## src/hw/rtl/fhh_pkg.sv

```systemverilog
// Package for the floating-horizon hidden-line engine.
// Holds the transaction structs, command and class codes and the state type.
// No dependencies.
`default_nettype none
package fhh_pkg;

  localparam int CW = 10;
  localparam int OYW = 11;
  localparam int DEF_SCREEN_SIZE = 1024;

  localparam logic [1:0] CMD_CLEAR = 2'd0;
  localparam logic [1:0] CMD_START = 2'd1;
  localparam logic [1:0] CMD_CONT = 2'd2;
  localparam logic [1:0] CMD_UNUSED = 2'd3;

  typedef enum logic [1:0] {
    VIS_HIDDEN = 2'd0,
    VIS_ABOVE = 2'd1,
    VIS_BELOW = 2'd2
  } vis_t;

  typedef enum logic [2:0] {
    ST_CLEAR,
    ST_IDLE,
    ST_CLS,
    ST_DIV,
    ST_RD,
    ST_OP,
    ST_EMIT
  } st_t;

  typedef struct packed {
    logic [1:0] cmd;
    logic [CW-1:0] px;
    logic [CW-1:0] py;
  } fhh_in_t;

  typedef struct packed {
    logic [CW-1:0] x_from;
    logic [OYW-1:0] y_from;
    logic [CW-1:0] x_to;
    logic [OYW-1:0] y_to;
    logic last;
  } fhh_out_t;

endpackage
`default_nettype wire

```

## src/hw/rtl/fhh_div.sv

```systemverilog
// Iterative restoring divider, one quotient bit per cycle.
// Depends on fhh_pkg for the operand width.
`default_nettype none
module fhh_div (
  input  wire logic                  clk,
  input  wire logic                  rst_n,
  input  wire logic                  start,
  input  wire logic [fhh_pkg::CW-1:0] num,
  input  wire logic [fhh_pkg::CW-1:0] den,
  output logic                       done,
  output logic      [fhh_pkg::CW-1:0] quo,
  output logic      [fhh_pkg::CW-1:0] rem
);
  import fhh_pkg::*;

  logic [CW-1:0] quo_r, quo_nxt, rem_r, rem_nxt, den_r, den_nxt;
  logic [3:0] cnt_r, cnt_nxt;
  logic busy_r, busy_nxt, done_r, done_nxt;
  logic [CW:0] sh;

  always_comb begin
    quo_nxt = quo_r;
    rem_nxt = rem_r;
    den_nxt = den_r;
    cnt_nxt = cnt_r;
    busy_nxt = busy_r;
    done_nxt = 1'b0;
    sh = {rem_r, quo_r[CW-1]};
    if (start) begin
      quo_nxt = num;
      rem_nxt = '0;
      den_nxt = den;
      cnt_nxt = 4'(CW);
      busy_nxt = 1'b1;
    end else if (busy_r) begin
      if (sh >= {1'b0, den_r}) begin
        rem_nxt = CW'(sh - {1'b0, den_r});
        quo_nxt = {quo_r[CW-2:0], 1'b1};
      end else begin
        rem_nxt = sh[CW-1:0];
        quo_nxt = {quo_r[CW-2:0], 1'b0};
      end
      cnt_nxt = cnt_r - 4'd1;
      if (cnt_r == 4'd1) begin
        busy_nxt = 1'b0;
        done_nxt = 1'b1;
      end
    end
  end

  always_ff @(posedge clk) begin
    if (!rst_n) begin
      busy_r <= 1'b0;
      done_r <= 1'b0;
      cnt_r <= '0;
    end else begin
      busy_r <= busy_nxt;
      done_r <= done_nxt;
      cnt_r <= cnt_nxt;
    end
    quo_r <= quo_nxt;
    rem_r <= rem_nxt;
    den_r <= den_nxt;
  end

  assign done = done_r;
  assign quo = quo_r;
  assign rem = rem_r;

endmodule
`default_nettype wire

```

## src/hw/rtl/fhh_engine.sv

```systemverilog
// Sequencer of the hidden-line engine: classification, crossing search and
// horizon raising over the horizon memory. Depends on fhh_pkg and fhh_div.
`default_nettype none
module fhh_engine #(
  parameter int SCREEN_SIZE = fhh_pkg::DEF_SCREEN_SIZE,
  parameter int AW = 10,
  parameter int EW = 11
) (
  input  wire logic                clk,
  input  wire logic                rst_n,
  input  wire logic                in_valid,
  output logic                     in_ready,
  input  wire fhh_pkg::fhh_in_t    in_data,
  output logic                     seg_valid,
  input  wire logic                seg_ready,
  output fhh_pkg::fhh_out_t        seg_data,
  output logic                     rd_en,
  output logic [AW-1:0]            rd_addr,
  input  wire logic [2*EW-1:0]     rd_data,
  output logic                     wr_en,
  output logic [AW-1:0]            wr_addr,
  output logic [2*EW-1:0]          wr_data
);
  import fhh_pkg::*;

  st_t state_r, state_nxt;
  logic [AW-1:0] clr_r, clr_nxt;
  logic [CW-1:0] px_r, px_nxt, py_r, py_nxt, nx_r, nx_nxt, ny_r, ny_nxt;
  vis_t pv_r, pv_nxt, cv_r, cv_nxt;
  logic is_start_r, is_start_nxt;
  logic two_r, two_nxt, upper_r, upper_nxt, c2n_r, c2n_nxt, last_r, last_nxt;
  logic raise_r, raise_nxt, first_r, first_nxt, side_r, side_nxt;
  logic neg_r, neg_nxt, go_r, go_nxt;
  logic [CW-1:0] wax_r, wax_nxt, way_r, way_nxt, wbx_r, wbx_nxt, wby_r, wby_nxt;
  logic [CW-1:0] col_r, col_nxt, r_r, r_nxt, dr_r, dr_nxt, dd_r, dd_nxt;
  logic signed [11:0] q_r, q_nxt, dq_r, dq_nxt;

  logic div_done;
  logic [CW-1:0] div_q, div_rem;
  logic signed [CW:0] dy, dx;
  logic [CW-1:0] ady, adx;
  logic [EW-1:0] h_up, h_lo, h_sel, yext, in_yext;
  logic oob, in_oob, ge, rnd, adv;
  logic signed [11:0] base, ysum;
  logic [CW-1:0] ycur;
  logic [CW:0] rsum, twice_r;
  vis_t cls;

  assign dy = $signed({1'b0, wby_r}) - $signed({1'b0, way_r});
  assign dx = $signed({1'b0, wbx_r}) - $signed({1'b0, wax_r});
  assign ady = dy[CW] ? CW'(-dy) : dy[CW-1:0];
  assign adx = dx[CW] ? CW'(-dx) : dx[CW-1:0];

  fhh_div u_div (
    .clk(clk), .rst_n(rst_n), .start(go_r), .num(ady), .den(adx),
    .done(div_done), .quo(div_q), .rem(div_rem)
  );

  assign oob = {22'd0, col_r} >= 32'(SCREEN_SIZE);
  assign in_oob = {22'd0, nx_r} >= 32'(SCREEN_SIZE);
  assign h_up = ((state_r == ST_CLS) ? in_oob : oob) ? '0 : rd_data[2*EW-1:EW];
  assign h_lo = ((state_r == ST_CLS) ? in_oob : oob) ? EW'(SCREEN_SIZE) : rd_data[EW-1:0];
  assign h_sel = upper_r ? h_up : h_lo;

  assign base = $signed({2'b00, way_r}) + q_r;
  assign twice_r = {r_r, 1'b0};
  assign rnd = (r_r != '0) && ((twice_r > {1'b0, dd_r}) ||
               ((twice_r == {1'b0, dd_r}) && base[0]));
  assign ysum = base + (rnd ? 12'sd1 : 12'sd0);
  assign ycur = ysum[CW-1:0];
  assign yext = EW'(ycur);
  assign ge = yext >= h_sel;
  assign rsum = {1'b0, r_r} + {1'b0, dr_r};
  assign in_yext = EW'(ny_r);

  always_comb begin
    if ((in_yext < h_up) && (in_yext > h_lo)) begin
      cls = VIS_HIDDEN;
    end else if (in_yext >= h_up) begin
      cls = VIS_ABOVE;
    end else begin
      cls = VIS_BELOW;
    end
  end

  always_comb begin
    state_nxt = state_r;
    clr_nxt = clr_r;
    px_nxt = px_r; py_nxt = py_r; nx_nxt = nx_r; ny_nxt = ny_r;
    pv_nxt = pv_r; cv_nxt = cv_r; is_start_nxt = is_start_r;
    two_nxt = two_r; upper_nxt = upper_r; c2n_nxt = c2n_r; last_nxt = last_r;
    raise_nxt = raise_r; first_nxt = first_r; side_nxt = side_r;
    neg_nxt = neg_r; go_nxt = 1'b0;
    wax_nxt = wax_r; way_nxt = way_r; wbx_nxt = wbx_r; wby_nxt = wby_r;
    col_nxt = col_r; r_nxt = r_r; dr_nxt = dr_r; dd_nxt = dd_r;
    q_nxt = q_r; dq_nxt = dq_r;
    in_ready = 1'b0;
    seg_valid = 1'b0;
    rd_en = 1'b0;
    rd_addr = AW'(col_r);
    wr_en = 1'b0;
    wr_addr = AW'(col_r);
    wr_data = {(yext > h_up) ? yext : h_up, (yext < h_lo) ? yext : h_lo};
    adv = 1'b0;

    unique case (state_r)
      ST_CLEAR: begin
        wr_en = 1'b1;
        wr_addr = clr_r;
        wr_data = {EW'(0), EW'(SCREEN_SIZE)};
        clr_nxt = clr_r + AW'(1);
        if (clr_r == AW'(SCREEN_SIZE - 1)) begin
          clr_nxt = '0;
          state_nxt = ST_IDLE;
        end
      end
      ST_IDLE: begin
        in_ready = 1'b1;
        rd_addr = AW'(in_data.px);
        if (in_valid) begin
          nx_nxt = in_data.px;
          ny_nxt = in_data.py;
          is_start_nxt = (in_data.cmd == CMD_START);
          if (in_data.cmd == CMD_CLEAR) begin
            state_nxt = ST_CLEAR;
          end else if (in_data.cmd == CMD_START || in_data.cmd == CMD_CONT) begin
            rd_en = 1'b1;
            state_nxt = ST_CLS;
          end
        end
      end
      ST_CLS: begin
        cv_nxt = cls;
        state_nxt = ST_IDLE;
        two_nxt = 1'b0;
        last_nxt = 1'b1;
        wax_nxt = px_r; way_nxt = py_r; wbx_nxt = nx_r; wby_nxt = ny_r;
        raise_nxt = 1'b0;
        if (is_start_r) begin
          px_nxt = nx_r; py_nxt = ny_r; pv_nxt = cls;
        end else if (nx_r == px_r) begin
          wr_en = !in_oob;
          wr_addr = AW'(nx_r);
          wr_data = {(in_yext > h_up) ? in_yext : h_up, (in_yext < h_lo) ? in_yext : h_lo};
          px_nxt = nx_r; py_nxt = ny_r; pv_nxt = cls;
        end else if (cls == pv_r) begin
          if (cls == VIS_HIDDEN) begin
            px_nxt = nx_r; py_nxt = ny_r; pv_nxt = cls;
          end else begin
            state_nxt = ST_EMIT;
          end
        end else begin
          go_nxt = 1'b1;
          state_nxt = ST_DIV;
          if (cls == VIS_HIDDEN) begin
            upper_nxt = (pv_r == VIS_ABOVE);
            c2n_nxt = 1'b0;
          end else if (pv_r == VIS_HIDDEN) begin
            upper_nxt = (cls == VIS_ABOVE);
            c2n_nxt = 1'b1;
          end else begin
            upper_nxt = (cls == VIS_BELOW);
            c2n_nxt = 1'b0;
            last_nxt = 1'b0;
            two_nxt = 1'b1;
          end
        end
      end
      ST_DIV: begin
        if (div_done) begin
          neg_nxt = dx[CW];
          dd_nxt = adx;
          if (dy[CW]) begin
            dq_nxt = -($signed({2'b00, div_q}) + ((div_rem != '0) ? 12'sd1 : 12'sd0));
            dr_nxt = (div_rem != '0) ? adx - div_rem : '0;
          end else begin
            dq_nxt = $signed({2'b00, div_q});
            dr_nxt = div_rem;
          end
          col_nxt = wax_r;
          q_nxt = '0;
          r_nxt = '0;
          first_nxt = 1'b1;
          state_nxt = ST_RD;
        end
      end
      ST_RD: begin
        rd_en = 1'b1;
        state_nxt = ST_OP;
      end
      ST_OP: begin
        if (raise_r) begin
          wr_en = !oob;
          if (col_r == wbx_r) begin
            if (two_r) begin
              two_nxt = 1'b0;
              upper_nxt = !upper_r;
              c2n_nxt = 1'b1;
              last_nxt = 1'b1;
              raise_nxt = 1'b0;
              wax_nxt = px_r; way_nxt = py_r; wbx_nxt = nx_r; wby_nxt = ny_r;
              go_nxt = 1'b1;
              state_nxt = ST_DIV;
            end else begin
              px_nxt = nx_r; py_nxt = ny_r; pv_nxt = cv_r;
              state_nxt = ST_IDLE;
            end
          end else begin
            adv = 1'b1;
          end
        end else begin
          first_nxt = 1'b0;
          if ((first_r && yext == h_sel) || (!first_r && ge != side_r) ||
              col_r == wbx_r) begin
            if (c2n_r) begin
              wax_nxt = col_r; way_nxt = ycur; wbx_nxt = nx_r; wby_nxt = ny_r;
            end else begin
              wax_nxt = px_r; way_nxt = py_r; wbx_nxt = col_r; wby_nxt = ycur;
            end
            state_nxt = ST_EMIT;
          end else begin
            if (first_r) begin
              side_nxt = ge;
            end
            adv = 1'b1;
          end
        end
        if (adv) begin
          col_nxt = neg_r ? col_r - CW'(1) : col_r + CW'(1);
          if (rsum >= {1'b0, dd_r}) begin
            r_nxt = CW'(rsum - {1'b0, dd_r});
            q_nxt = q_r + dq_r + 12'sd1;
          end else begin
            r_nxt = rsum[CW-1:0];
            q_nxt = q_r + dq_r;
          end
          state_nxt = ST_RD;
        end
      end
      ST_EMIT: begin
        seg_valid = 1'b1;
        if (seg_ready) begin
          raise_nxt = 1'b1;
          go_nxt = 1'b1;
          state_nxt = ST_DIV;
        end
      end
      default: state_nxt = ST_IDLE;
    endcase
  end

  always_comb begin
    seg_data.x_from = wax_r;
    seg_data.y_from = {1'b0, way_r};
    seg_data.x_to = wbx_r;
    seg_data.y_to = {1'b0, wby_r};
    seg_data.last = last_r;
  end

  always_ff @(posedge clk) begin
    if (!rst_n) begin
      state_r <= ST_CLEAR;
      clr_r <= '0;
      px_r <= '0;
      py_r <= '0;
      pv_r <= VIS_HIDDEN;
      two_r <= 1'b0;
      go_r <= 1'b0;
    end else begin
      state_r <= state_nxt;
      clr_r <= clr_nxt;
      px_r <= px_nxt;
      py_r <= py_nxt;
      pv_r <= pv_nxt;
      two_r <= two_nxt;
      go_r <= go_nxt;
    end
    nx_r <= nx_nxt; ny_r <= ny_nxt; cv_r <= cv_nxt; is_start_r <= is_start_nxt;
    upper_r <= upper_nxt; c2n_r <= c2n_nxt; last_r <= last_nxt;
    raise_r <= raise_nxt; first_r <= first_nxt; side_r <= side_nxt; neg_r <= neg_nxt;
    wax_r <= wax_nxt; way_r <= way_nxt; wbx_r <= wbx_nxt; wby_r <= wby_nxt;
    col_r <= col_nxt; r_r <= r_nxt; dr_r <= dr_nxt; dd_r <= dd_nxt;
    q_r <= q_nxt; dq_r <= dq_nxt;
  end

endmodule
`default_nettype wire
```

## config.mk

```make
export PLATFORM = sky130hd
export DESIGN_NAME = fhh_engine
export DESIGN_NICKNAME = d
export VERILOG_FILES = /design/src/hw/rtl/fhh_pkg.sv /design/src/hw/rtl/fhh_div.sv /design/src/hw/rtl/fhh_engine.sv
export SDC_FILE = /design/constraint.sdc
export NUM_CORES = 1
export LEC_CHECK = 0
export BUFFER_PORTS_ARGS = -buffer_cell sky130_fd_sc_hd__buf_2
export CAP_MARGIN = 10
export CORE_MARGIN = 2
export CORE_UTILIZATION = 41
export CTS_CLUSTER_DIAMETER = 100
export DETAILED_ROUTE_END_ITERATION = 6
export PLACE_DENSITY_LB_ADDON = 0.1
export SKIP_CTS_REPAIR_TIMING = 1
export SLEW_MARGIN = 0
export SYNTH_ARGS = -nofsm -noshare
export SYNTH_HDL_FRONTEND = slang
export SYNTH_HIERARCHICAL = 1
export SYNTH_SLANG_ARGS = --single-unit
export TNS_END_PERCENT = 100
```

## constraint.sdc

```tcl
create_clock -name clk -period 6.2 [get_ports clk]
set_input_delay 0.62 -clock clk [delete_from_list [all_inputs] [get_ports clk]]
set_output_delay 0.62 -clock clk [all_outputs]
set_load 0.03 [all_outputs]
```

### Yosys cells after proc, flatten, opt, wreduce, memory -nomap -nowiden

Cells that the tools add are included.

| word-level totals | value |
|---|---|
| bits in registers | 207 |
| input port bits | 48 |
| output and inout bits | 89 |

| cells by class | value |
|---|---|
| add/sub/neg operators | 18 |
| order comparisons | 11 |
| equal/unequal tests | 40 |
| multiplexer cells | 169 |
| bitwise logic cells | 4 |
| reduce and logical (&&, ||, !) cells | 35 |

Operators by type and width:

| cell | count |
|---|---|
| 2-to-1 mux 10 bit | 52 |
| one-hot mux 10 bit (2 select lines) | 9 |
| 2-to-1 mux 1 bit | 59 |
| 2-to-1 mux 11 bit | 5 |
| 2-to-1 mux 22 bit | 2 |
| one-hot mux 22 bit (2 select lines) | 1 |
| 2-to-1 mux 3 bit | 14 |
| 2-to-1 mux 12 bit | 3 |
| > comparator 10 x 11 -> 1 bit | 3 |
| less-than comparator 10 x 11 -> 1 bit | 3 |
| subtractor 10 bit | 3 |
| != test 2 bit, second input constant | 12 |
| one-hot mux 12 bit (2 select lines) | 1 |
| >= comparator 10 x 11 -> 1 bit | 2 |
| >= comparator 11 x 10 -> 1 bit | 2 |
| subtractor 10 x 10 -> 11 bit | 2 |
| one-hot mux 3 bit (7 select lines) | 1 |
| adder 10 x 1 -> 10 bit, second input constant | 2 |
| == test 10 bit | 2 |
| 2-to-1 mux 2 bit | 10 |
| negation 10 bit | 2 |
| nonzero test 10 bit | 2 |
| AND reduction 7 bit | 2 |
| adder 12 bit | 1 |
| other kinds (42) | 82 |

### Depth between registers and ports, before layout

| depth | value |
|---|---|
| word-level depth | 16 |
| mapped depth | 30 |
| depth with buffers taken out | 29 |

### Modules after synthesis

The synthesis kept the hierarchy.

By module, submodules not included:

| module | instances | cells an instance | area each (um^2) | sequential area each (um^2) |
|---|---|---|---|---|
| fhh_engine | 1 | 1471 | 13653.1 | 4644.5 |
| fhh_div | 1 | 177 | 1924.3 | 920.9 |

### Worst setup path after synthesis

Ideal clock, no wire load.

| path | value |
|---|---|
| path type | reg2reg |
| from | register r_r[0] |
| to | register wax_r[0] (enable) |
| arrival | 5.452 ns |
| data required time | 5.669 ns |
| path slack | 0.217 ns |
| stages on the path, launching flop included | 26 |
| buffers on the path | 0 |
| period minus slack after synthesis | 5.983 ns |
| path through | edfxtp_1 > ha_1 > nor2b_1 > o21ba_2 > o31a_1 > o21a_1 > o21a_1 > o21a_1 > o21ai_0 > nand2_1 > o41ai_1 > a31oi_1 > ha_1 > and3_1 > and3_1 > nand4_1 > xnor2_1 > xnor2_1 > ha_1 > and4_1 > nand2_1 > nor2b_4 > a221oi_2 > mux2_4 > o311ai_1 > nand2_1 |

| on the way | value |
|---|---|
| longest elaborated chain between the ends | 13 |
| elaborated cells on any way between the ends | 17 |

RTL lines:

| what | RTL line | RTL |
|---|---|---|
| start: declaration | fhh_engine.sv:35 | `logic [CW-1:0] col_r, col_nxt, r_r, r_nxt, dr_r, dr_nxt, dd_r, dd_nxt;` |
| start signal: assignment | fhh_engine.sv:282 | `col_r <= col_nxt; r_r <= r_nxt; dr_r <= dr_nxt; dd_r <= dd_nxt;` |
| parallel branches: the longest is 3 deep, another holds > comparator 11 x 10 -> 1 bit | - |  |
| logical AND 1 bit * | fhh_engine.sv:67 | `assign rnd = (r_r != '0) && ((twice_r > {1'b0, dd_r}) \|\|` |
| 2-to-1 mux 1 bit * | fhh_engine.sv:69 | `assign ysum = base + (rnd ? 12'sd1 : 12'sd0);` |
| adder 10 x 2 -> 10 bit * | fhh_engine.sv:69 |  |
| >= comparator 10 x 11 -> 1 bit | fhh_engine.sv:72 | `assign ge = yext >= h_sel;` |
| != test 1 bit | fhh_engine.sv:213 | `if ((first_r && yext == h_sel) \|\| (!first_r && ge != side_r) \|\|` |
| logical AND 1 bit | fhh_engine.sv:213 |  |
| logical OR 1 bit * (2 in series) | fhh_engine.sv:213 |  |
| != test 3 bit (no line) * | - |  |
| AND reduction 4 bit (no line) * | - |  |
| end signal: assignment | fhh_engine.sv:281 | `wax_r <= wax_nxt; way_r <= way_nxt; wbx_r <= wbx_nxt; wby_r <= wby_nxt;` |
| end: declaration | fhh_engine.sv:34 | `logic [CW-1:0] wax_r, wax_nxt, way_r, way_nxt, wbx_r, wbx_nxt, wby_r, wby_nxt;` |

Every way passes the cells marked *.
A chain may end at the register's enable or synchronous reset.

### Worst setup path after layout

| path | value |
|---|---|
| from | register r_r[0] |
| to | output wr_data[0] |

| on the way | value |
|---|---|
| longest elaborated chain between the ends | 11 |
| elaborated cells on any way between the ends | 13 |

RTL lines:

| what | RTL line | RTL |
|---|---|---|
| parallel branches: the longest is 3 deep, another holds > comparator 11 x 10 -> 1 bit | - |  |
| logical AND 1 bit * | fhh_engine.sv:67 |  |
| 2-to-1 mux 1 bit * | fhh_engine.sv:69 |  |
| adder 10 x 2 -> 10 bit * | fhh_engine.sv:69 |  |
| less-than comparator 10 x 11 -> 1 bit | fhh_engine.sv:103 | `wr_data = {(yext > h_up) ? yext : h_up, (yext < h_lo) ? yext : h_lo};` |
| 2-to-1 mux 11 bit * | fhh_engine.sv:103 |  |
| 2-to-1 mux 22 bit | fhh_engine.sv:141 | `end else if (nx_r == px_r) begin` |
| 2-to-1 mux 22 bit | fhh_engine.sv:139 | `if (is_start_r) begin` |
| one-hot mux 22 bit (2 select lines) * | fhh_engine.sv:106 | `unique case (state_r)` |
| end: declaration | fhh_engine.sv:22 | `output logic [2*EW-1:0] wr_data` |

Marked as above.

==> key figures <==
Timing
  – Max Slew Vio Count: 0
  – RSZ-0062 raised after global routing: true
  – Min Tclk post-route: 6.20 ns
  – Setup violators final: 1
  – Final setup margin: -0.00128 ns
  – Fin crit share: 100%
  – Fmax: 161 MHz
  – Worst slew pin tran: 1.08 ns
  – Total negative slack: -0.00128 ns
  – Worst Skew: 0.0315 ns
  – Relative slew slack: 26.0%
  – Final Hold Vio Count: 0

Route
  – Uppermost layer routed: met4
  – Met3 wire len: 1600 µm
  – Vias: 12,700
  – Avg WL per Cell: 18.7 µm
  – Length of routed met2 wiring: 19,800 µm
  – Iter 0 DRT Violations: 839
  – Total routed wirelength: 43,600 µm
  – Avg Vias per Cell: 5.42
  – DRC viols: 0
  – Drt first pass iters: 5
  – DRT met1 WL: 21,500 µm
  – Final ANT Viol Nets: 0

Yosys
  – Post-Synth Simple-Gate Area: 14.0%
  – Multiplexer area fraction after synthesis: 6.77%
  – Mean Syn Cell Area: 9.45 µm²
  – Top cell type's share of synthesized area: 28.9%
  – Post-synthesis xor/xnor area fraction: 7.73%
  – Adder-cell share of the synthesized area: 14.2%
  – Synthesized instance count: 1,648
  – Netlist cell types: 93
  – Commonest register cell after synthesis: edfxtp_1
  – Largest family of logic cells by synthesized area: compound AO/OA/AOI/OAI gates
  – Area contributors post-synth: edfxtp_1 29%, ha_1 13%, dfxtp_1 6.8%
  – Fraction of the mapped netlist area in compound gates: 16.6%
  – Sequential-to-total area share from yosys stat: 35.7%
  – EDFF count, synth: 150
  – Synthesized area: 15,600 µm²
  – Cell accounting for the most synthesized area: edfxtp_1
  – Post-synth ARST share: 0%
  – Synth Register Bits: 203
  – Yosys warning count: 6

Pwr
  – Total power after layout: 3280 µW
  – Max VDD drop: 0.187 mV
  – Leakage: 0.00787 µW
  – Pwr/cell area: 180 nW/µm²

Die
  – # rows: 71
  – Die ar.: 39,600 µm²
  – Io pins: 137
  – Die width: 199 µm
  – Initial Util: 41.5%
  – Chip height: 199 µm
  – Core area: 37,600 µm²

Worst setup path
  – Worst path slowest cell: edfxtp_1
  – R2R Setup Slk: 0.20 ns
  – FF-to-FF Start: r_r[0]
  – Setup Crit Path Kind: reg2out
  – Worst setup SP type: flop
  – Worst R2R End: q_r[1]
  – Cell mode on critical path: o21a_1
  – Crit end category: primary output
  – Worst EP arrival: 5.58 ns
  – CP required: 5.58 ns
  – Slowest stage delay, CP: 0.43 ns
  – Worst setup path startpoint: r_r[0]
  – CP max FO: 5
  – Worst-case reg-to-reg path depth: 28

Layout
  – Final Cell Area: 18,300 µm²
  – Ant. Diodes: 0
  – Final nets: 2,026
  – Commonest non-fill, non-tap cells in the layout: 156 x ha_1, 151 x nand2_1, 150 x edfxtp_1
  – Area growth syn-to-layout: 17.2%
  – Leading cell type in the layout, fill and taps excluded: ha_1
  – Layout cells sized above 1: 19.0%

Status
  – Run status: finished with violations
  – Failing checks: setup timing

Global route
  – Pin count of the biggest net entering global routing: 52
  – GRT Util Overall: 21.8%
  – First-pass GRT wire length: 67,800 µm
  – Grt total ovfl: 0
  – Initial antenna violation count: 0
  – Vias in the first global route: 12,100

Clocking
  – CTS tree: done
  – Total CTS buffers: 25
  – CTS H-tree lvls: 1
  – Clk slew on worst S/H paths: 0.06 ns
  – Skew-Pair Late Insertion Delay: 0.57 ns
  – Clk root buf: clkbuf_16
  – Clock sink count: 203
  – Max Buffers Root-to-Sink: 3

Worst hold path
  – Worst hold endpoint: ny_r[0]
  – Min-Delay Path Class: in2reg
  – Hold path startpoint: in_data[0]
  – Hold Crit Depth: 1

Placement
  – Detailed Place HPWL: 32,900 µm
  – Placed cell areas: 16,900 µm²
  – Routability cong.: 0.896
  – Port bufs: 134

Flow run
  – MaxCap Viol Count: 0
## metal layers
layer | global-route usage [%] | vias to the layer above
li1 | - | 6280
met1 | 32.1 | 6051
met2 | 34.5 | 281
met3 | 2.49 | 50
met4 | 4.26 | 0
met5 | 0 | -
## worst max-delay path by stage
stage	endpoint	slack, ns
2_1_floorplan	wax_r[0]	0.22
3_3_place_gp	wr_data[13]	0.05
3_5_place_dp	wr_data[13]	-0.07
4_1_cts	wr_data[13]	-0.67
5_1_grt	wr_data[12]	-0.23
6_report	wr_data[0]	-0.001
## synth_stat cells (4+ instances only)
library cell,instances
mux2i_1,42
and3_1,11
o22ai_1,22
a21o_1,28
buf_4,5
nor4_1,9
a211oi_1,16
o21ai_0,98
or4_1,4
o21a_1,24
o21bai_1,21
nor3_1,24
nand3_1,49
clkbuf_1,44
or3_1,14
ha_1,163
mux2_2,55
inv_1,133
edfxtp_1,150
o31ai_1,8
fa_1,9
a21boi_0,4
nand2b_1,12
a21oi_1,90
a31oi_1,15
a2111oi_0,6
nor2b_1,26
dfxtp_1,53
xnor2_1,87
xor2_1,46
nand2_1,154
nand4_1,15
a211o_1,6
a22oi_1,12
nor2_1,104
and2_1,7
## registers in the layout (all words and copies together) (netlist names), 3 cells and up
register / flops
clr_r: 10
col_r: 10
dd_r: 10
dq_r: 10
dr_r: 10
nx_r: 10
ny_r: 10
px_r: 10
py_r: 10
q_r: 10
r_r: 10
u_div/den_r: 10
u_div/quo: 10
u_div/rem: 10
wax_r: 10
way_r: 10
wbx_r: 10
wby_r: 10
u_div/cnt_r: 4
state_r: 3
## logic make-up after synthesis
family                   Yosys count
AO/OA/AOI/OAI                    392
XOR/XNOR                         135
adder cells (fa/ha/maj)          172
buffers and inverters            193
flip-flops                       203
multiplexers                      98
other                              1
AND/OR/NAND/NOR                  454
## power breakdown
| group | internal, µW | switching (µW) | leakage, µW | total (µW) |
|---|---|---|---|---|
| clock | 877 | 618 | 0.000413 | 1490 |
| combinational | 135 | 170 | 0.00564 | 305 |
| sequential | 1460 | 18.3 | 0.00182 | 1480 |
## worst max-delay path: cells and delay by family (launching register included)
family	cells	cell delay, ns
AOI/OAI and AO/OA	13	2.14
adders and majority gates	4	0.91
and+or+nand+nor	6	0.65
buffers and inverters	3	0.55
DFF	1	0.43
muxes	1	0.20
xor gates and xnor gates	1	0.16
## through the flow
stage               hold WS (ns)  instances  setup WS (ns)  util [%]
detailed placement         0.448       2265        -0.0743      44.9
finish                     0.225       2336       -0.00128      48.6
CTS                        0.199       2311         -0.666      47.1
floorplan                  0.432       1649          0.217         -
global placement           0.442       2265         0.0473      44.9
global route               0.206       2336         -0.231      48.6
## area by class of cell
cell class | instances | area [µm²]
clock buffer | 33 | 696
multi-input combinational | 1253 | 9540
tap | 511 | 639
fill | 3551 | 19300
timing repair buffer | 188 | 1170
sequential | 203 | 5570
inverter | 135 | 507
clock inverter | 13 | 134
(Power assumes the default switching activity.)
